===== src/rtl/event_sequence_gap_tracker_macros.svh =====
// ---------------------------------------------------------------------------
// Event sequence gap tracker assertion macros
// Shared concurrent assertion forms, clocked on i_clk, off during reset.
// ---------------------------------------------------------------------------
`ifndef EVENT_SEQUENCE_GAP_TRACKER_MACROS_SVH
`define EVENT_SEQUENCE_GAP_TRACKER_MACROS_SVH

// same-cycle implication
`define ESGT_ASSERT_IMP(lbl, ante, cons, msg) \
    lbl: assert property (@(posedge i_clk) disable iff (!i_rst_n) (ante) |-> (cons)) \
        else $error(msg);

// next-cycle implication
`define ESGT_ASSERT_NXT(lbl, ante, cons, msg) \
    lbl: assert property (@(posedge i_clk) disable iff (!i_rst_n) (ante) |=> (cons)) \
        else $error(msg);

`endif


===== src/rtl/esgt_pkg.sv =====
// ---------------------------------------------------------------------------
// Event sequence gap tracker package
// Widths, register indexes, reset values and the result beat type.
// ---------------------------------------------------------------------------
package esgt_pkg;

    localparam int KIND_COUNT = 256;
    localparam int KIND_W     = 8;
    localparam int KIND_AW    = $clog2(KIND_COUNT);
    localparam int KIND_XW    = ((KIND_AW > KIND_W) ? KIND_AW : KIND_W) + 1;

    localparam int VER_W  = 8;
    localparam int SEQ_W  = 64;
    localparam int SKIP_W = 32;
    localparam int CNT_W  = 32;

    localparam int CFG_IDX_W  = 1;
    localparam int CFG_DATA_W = 8;

    localparam int RES_DEPTH = 8;
    localparam int RES_AW    = $clog2(RES_DEPTH);
    localparam int RES_CW    = $clog2(RES_DEPTH + 1);

    typedef logic [KIND_XW-1:0] t_kind_x;
    typedef logic [SEQ_W:0]     t_seq_x;
    typedef logic [SEQ_W+1:0]   t_sum_x;
    typedef logic [CNT_W:0]     t_cnt_x;
    typedef logic [RES_CW-1:0]  t_res_cnt;

    localparam t_kind_x KIND_LIMIT = KIND_XW'(KIND_COUNT);
    localparam logic [CNT_W-1:0] CNT_ONE = CNT_W'(1);
    localparam t_res_cnt RES_CAP = RES_CW'(RES_DEPTH);
    localparam logic [RES_AW-1:0] RES_LAST = RES_AW'(RES_DEPTH - 1);

    localparam logic [CFG_IDX_W-1:0] CFG_MIN_SUPPORTED_VERSION = CFG_IDX_W'(0);
    localparam logic [CFG_IDX_W-1:0] CFG_MAX_KNOWN_VERSION     = CFG_IDX_W'(1);

    localparam logic [VER_W-1:0] MIN_VERSION_RESET = 8'd4;
    localparam logic [VER_W-1:0] MAX_VERSION_RESET = 8'd8;

    typedef struct packed {
        logic             flag_unknown_version;
        logic             flag_epoch_changed;
        logic             flag_sequence_gap;
        logic [SEQ_W-1:0] drops_total;
        logic [CNT_W-1:0] gaps_total;
        logic [CNT_W-1:0] newer_version_total;
        logic [CNT_W-1:0] user_space_total;
        logic [SEQ_W-1:0] suppressed_total;
    } t_result;

endpackage


===== src/rtl/esgt_fifo.sv =====
// ---------------------------------------------------------------------------
// Result buffer
// Small register FIFO holding finished result beats until taken.
// ---------------------------------------------------------------------------
module esgt_fifo (
    input  logic             i_clk,
    input  logic             i_rst_n,
    input  logic             i_push,
    input  esgt_pkg::t_result i_push_data,
    input  logic             i_pop,
    output logic             o_valid,
    output esgt_pkg::t_result o_data
);

    esgt_pkg::t_result              r_mem [esgt_pkg::RES_DEPTH];
    logic [esgt_pkg::RES_AW-1:0]    r_wr_ptr;
    logic [esgt_pkg::RES_AW-1:0]    r_rd_ptr;
    esgt_pkg::t_res_cnt             r_count;
    logic [esgt_pkg::RES_AW-1:0]    n_wr_ptr;
    logic [esgt_pkg::RES_AW-1:0]    n_rd_ptr;
    esgt_pkg::t_res_cnt             n_count;
    logic                           pop;

    assign o_valid = (r_count != '0);
    assign pop     = i_pop && o_valid;
    assign o_data  = r_mem[r_rd_ptr];

    always_comb begin
        n_wr_ptr = r_wr_ptr;
        n_rd_ptr = r_rd_ptr;
        n_count  = r_count;
        if (i_push) begin
            n_wr_ptr = (r_wr_ptr == esgt_pkg::RES_LAST) ? '0 : r_wr_ptr + 1'b1;
        end
        if (pop) begin
            n_rd_ptr = (r_rd_ptr == esgt_pkg::RES_LAST) ? '0 : r_rd_ptr + 1'b1;
        end
        if (i_push && !pop) begin
            n_count = r_count + 1'b1;
        end else if (!i_push && pop) begin
            n_count = r_count - 1'b1;
        end
    end

    always_ff @(posedge i_clk) begin
        if (!i_rst_n) begin
            r_wr_ptr <= '0;
            r_rd_ptr <= '0;
            r_count  <= '0;
        end else begin
            r_wr_ptr <= n_wr_ptr;
            r_rd_ptr <= n_rd_ptr;
            r_count  <= n_count;
        end
    end

    always_ff @(posedge i_clk) begin
        if (i_push) begin
            r_mem[r_wr_ptr] <= i_push_data;
        end
    end

endmodule


===== config.mk =====
export PLATFORM = sky130hd
export DESIGN_NAME = esgt_fifo
export DESIGN_NICKNAME = d
export VERILOG_FILES = /design/src/rtl/event_sequence_gap_tracker_macros.svh /design/src/rtl/esgt_pkg.sv /design/src/rtl/esgt_fifo.sv
export SDC_FILE = /design/constraint.sdc
export NUM_CORES = 1
export LEC_CHECK = 0
export BUFFER_PORTS_ARGS = -buffer_cell sky130_fd_sc_hd__buf_2
export CORE_UTILIZATION = 51
export CTS_CLUSTER_DIAMETER = 40
export DETAILED_ROUTE_END_ITERATION = 10
export PLACE_DENSITY = 0.72
export SKIP_LAST_GASP = 1
export SLEW_MARGIN = 5
export SYNTH_ARGS = -nofsm -noshare
export SYNTH_HDL_FRONTEND = slang
export SYNTH_SLANG_ARGS = --single-unit

===== constraint.sdc =====
create_clock -name i_clk -period 22.4 [get_ports i_clk]
set_clock_uncertainty 0.1 [all_clocks]
set_input_delay 6.72 -clock i_clk [delete_from_list [all_inputs] [get_ports i_clk]]
set_output_delay 6.72 -clock i_clk [all_outputs]
set_load 0.02 [all_outputs]

==> results.toml <==
[outcome]
outcome = "completed"

[placed_design]
place_inst = 4841
hpwl_mm = 74.0
routabilityCongestion = 0.731
portBuffers = 458

[die]
start_util = 0.514
die_w_um = 369
ios = 459
dieArea_sq_um = 136000
fp.coreArea_sq_um = 133000
die_y_um = 369
num_rows = 134

[synth]
syn_inst = 2697
yosysTopAreaCellShare = 0.795
ys_types = 29
synth.largest_area_cell = "edfxtp_1"
netlist_area_sq_um = 68600
synth-edff-count = 1816
ys.flop_type = "edfxtp_1"
synth_compound_area_frac = 0.000839
netlist_top_cells_area = "edfxtp_1 80%, mux4_2 15%, mux2_2 3.7%"
synth_common_cells = "1816 x edfxtp_1, 454 x mux4_2, 227 x mux2_2"
avgSynthCellArea_sq_um = 25.4
post_synth_and_or_nand_nor_area_fraction = 0.00246
ys_ff_latch = 1829
synthArstFlopShare = 0
yosysMostFrequentCell = "edfxtp_1"
synthMuxAreaShare = 0.187
synth_seq_area_share = 0.799
yosysWarnings = 0
synthAdderAreaFrac = 0.00157
synth_top_family_by_area = "multiplexers"
synthesis.nets = 2936
synth-xor-area-share = 0.000255

[clock_network]
post_cts_buffers = 0
htreeDepth = 4
cts.hold.buffers_added = 0
cts-root-buf = "clkbuf_16"
cts_max_path_buffers = 3
cts_tree = "built"
insertion_delay_ns = 0.78
postCtsResizedCells = 0
numCtsBuffers = 211
path_clk_slew_ns = 0.05
clock-sinks = 1829

[flow_run]
maxCapViolations = 0

[timing]
worst_pin_slew_ns = 1.17
hold_violations = 0
slew_headroom = 0.219
finalMaxSlewViolations = 0
max_freq_ghz = 0.0824
fin_tns_setup_ns = 0
rsz0062_at_grt = "false"
finalCritPeriodShare = 0.542
finalSetupViolations = 0
period_needed_ns = 12.14

[route]
post_drt_wl_per_cell_um = 27.1
vias_per_cell = 5.81
drt_iter0_markers = 2327
dr.pass1.iters = 5
route.detailed.drc = 0
ant_nets = 0
wirelength_mm = 142
via_count = 30531

[global_routing]
grt_pass1_vias = 32545
grt_usage = 0.211
grt_max_degree = 141
grt_pass1_wl_mm = 209
grt_remaining_overflow = 0
antenna_found_initial = 50

[worst_setup_path]
worstSetupStartpointType = "register"
cp_max_fo = 72
critPathCaptureType = "output pin"
critPathKind = "register to output pin"
required_ns = 15.58
cp.arrival_ns = 5.32

[pwr]
powerDensity_nw_per_um2 = 108
cellLeakagePower_nw = 25.5
ir_worst_vdd_v = 0.0000792

[final_layout]
stdcell_count = 5251
drive_gt1_frac = 0.443
finalNetCount = 3525
syn_to_final_growth_pct = 17.0

[worst_hold_path]
hold_class = "register to register"
[cell type report]
| type | count | area [sq um] |
|---|---|---|
| antenna | 16 | 40.0 |
| clock buffer | 241 | 5460 |
| clock inverter | 153 | 1720 |
| fill | 9057 | 53200 |
| inverter | 2 | 7.51 |
| multi-input combinational | 737 | 13200 |
| sequential | 1829 | 54800 |
| tap | 1768 | 2210 |
| timing repair buffer | 505 | 2760 |
[sequential cells by signal, indices dropped and copies added (netlist names), named ones only]
name	count
r_mem	1816
r_count	4
r_rd_ptr	3
r_wr_ptr	3
[power breakdown]
part / switching, mW / internal, mW
Sequential: 0.0441 / 3.84
Clock: 1.39 / 2.05
Combinational: 0.708 / 0.626
Total: 2.14 / 6.52
[cell usage in the layout, fill, tap and decap left out, drive strengths merged, types with 2 or more instances in the layout]
cell type	synthesis	layout
a21boi	3	3
and2	4	4
buf	92	505
bufinv	0	24
clkbuf	37	241
clkinv	0	80
clkinvlp	0	19
dfxtp	13	13
diode	0	16
edfxtp	1816	1816
ha	7	7
inv	2	32
mux2	227	227
mux2i	3	3
mux4	454	454
nand2	10	10
nand2b	4	4
nand3	2	2
nor2	7	7
nor2b	2	2
nor3	2	2
o21ai	2	2
xnor2	2	2
[worst paths after layout]
check | to | startpoint | slack [ns] | depth (start not counted)
setup / recovery | o_data[179] | register | 10.26 | 6
hold / removal | register | r_rd_ptr[2]$_SDFFE_PN0P_ | 0.38 | 2
setup reg to reg | r_mem[0][85]$_DFFE_PP_ | r_wr_ptr[0]$_SDFFE_PN0P_ | 18.35 | 5
hold reg to reg | register | r_rd_ptr[2]$_SDFFE_PN0P_ | 0.38 | 2
[critical path, cell delays in order (launching register included)]
cell	delay, ns
dfxtp_4	1.08
buf_4	0.82
buf_4	0.80
buf_4	0.77
mux4_2	0.42
mux2_2	0.30
buf_2	0.16
[per-layer routing]
layer	global-route usage	share of wire
met4	0.0883	0.037
met5	0	0.0024
met2	0.344	0.50
met3	0.0619	0.075
met1	0.264	0.38
[per-stage QoR]
stage / hold slack [ns] / util / power [mW] / instance area (sq um) / worst slack [ns]
after CTS: 0.392 / 0.601 / 8.75 / 80200 / 10.11
final: 0.381 / 0.601 / 8.66 / 80200 / 10.26
after floorplan: 0.340 / - / 4.94 / 68600 / 5.23
after global placement: 0.363 / 0.547 / 5.29 / 73000 / 11.05
after global routing: 0.440 / 0.601 / 8.95 / 80200 / 9.88
after detailed placement: 0.382 / 0.547 / 5.31 / 73000 / 11.04
[cell families (layout without fill, tap and decap cells)]
| group | after synthesis | count (layout) |
|---|---|---|
| and+or+nand+nor | 34 | 34 |
| AOI/OAI and AO/OA | 9 | 9 |
| other | 0 | 16 |
| muxes | 684 | 684 |
| xor gates and xnor gates | 2 | 2 |
| DFF | 1829 | 1829 |
| buffers and inverters | 131 | 901 |
| adders and majority gates | 8 | 8 |
Power figures use the tool's default switching activity.
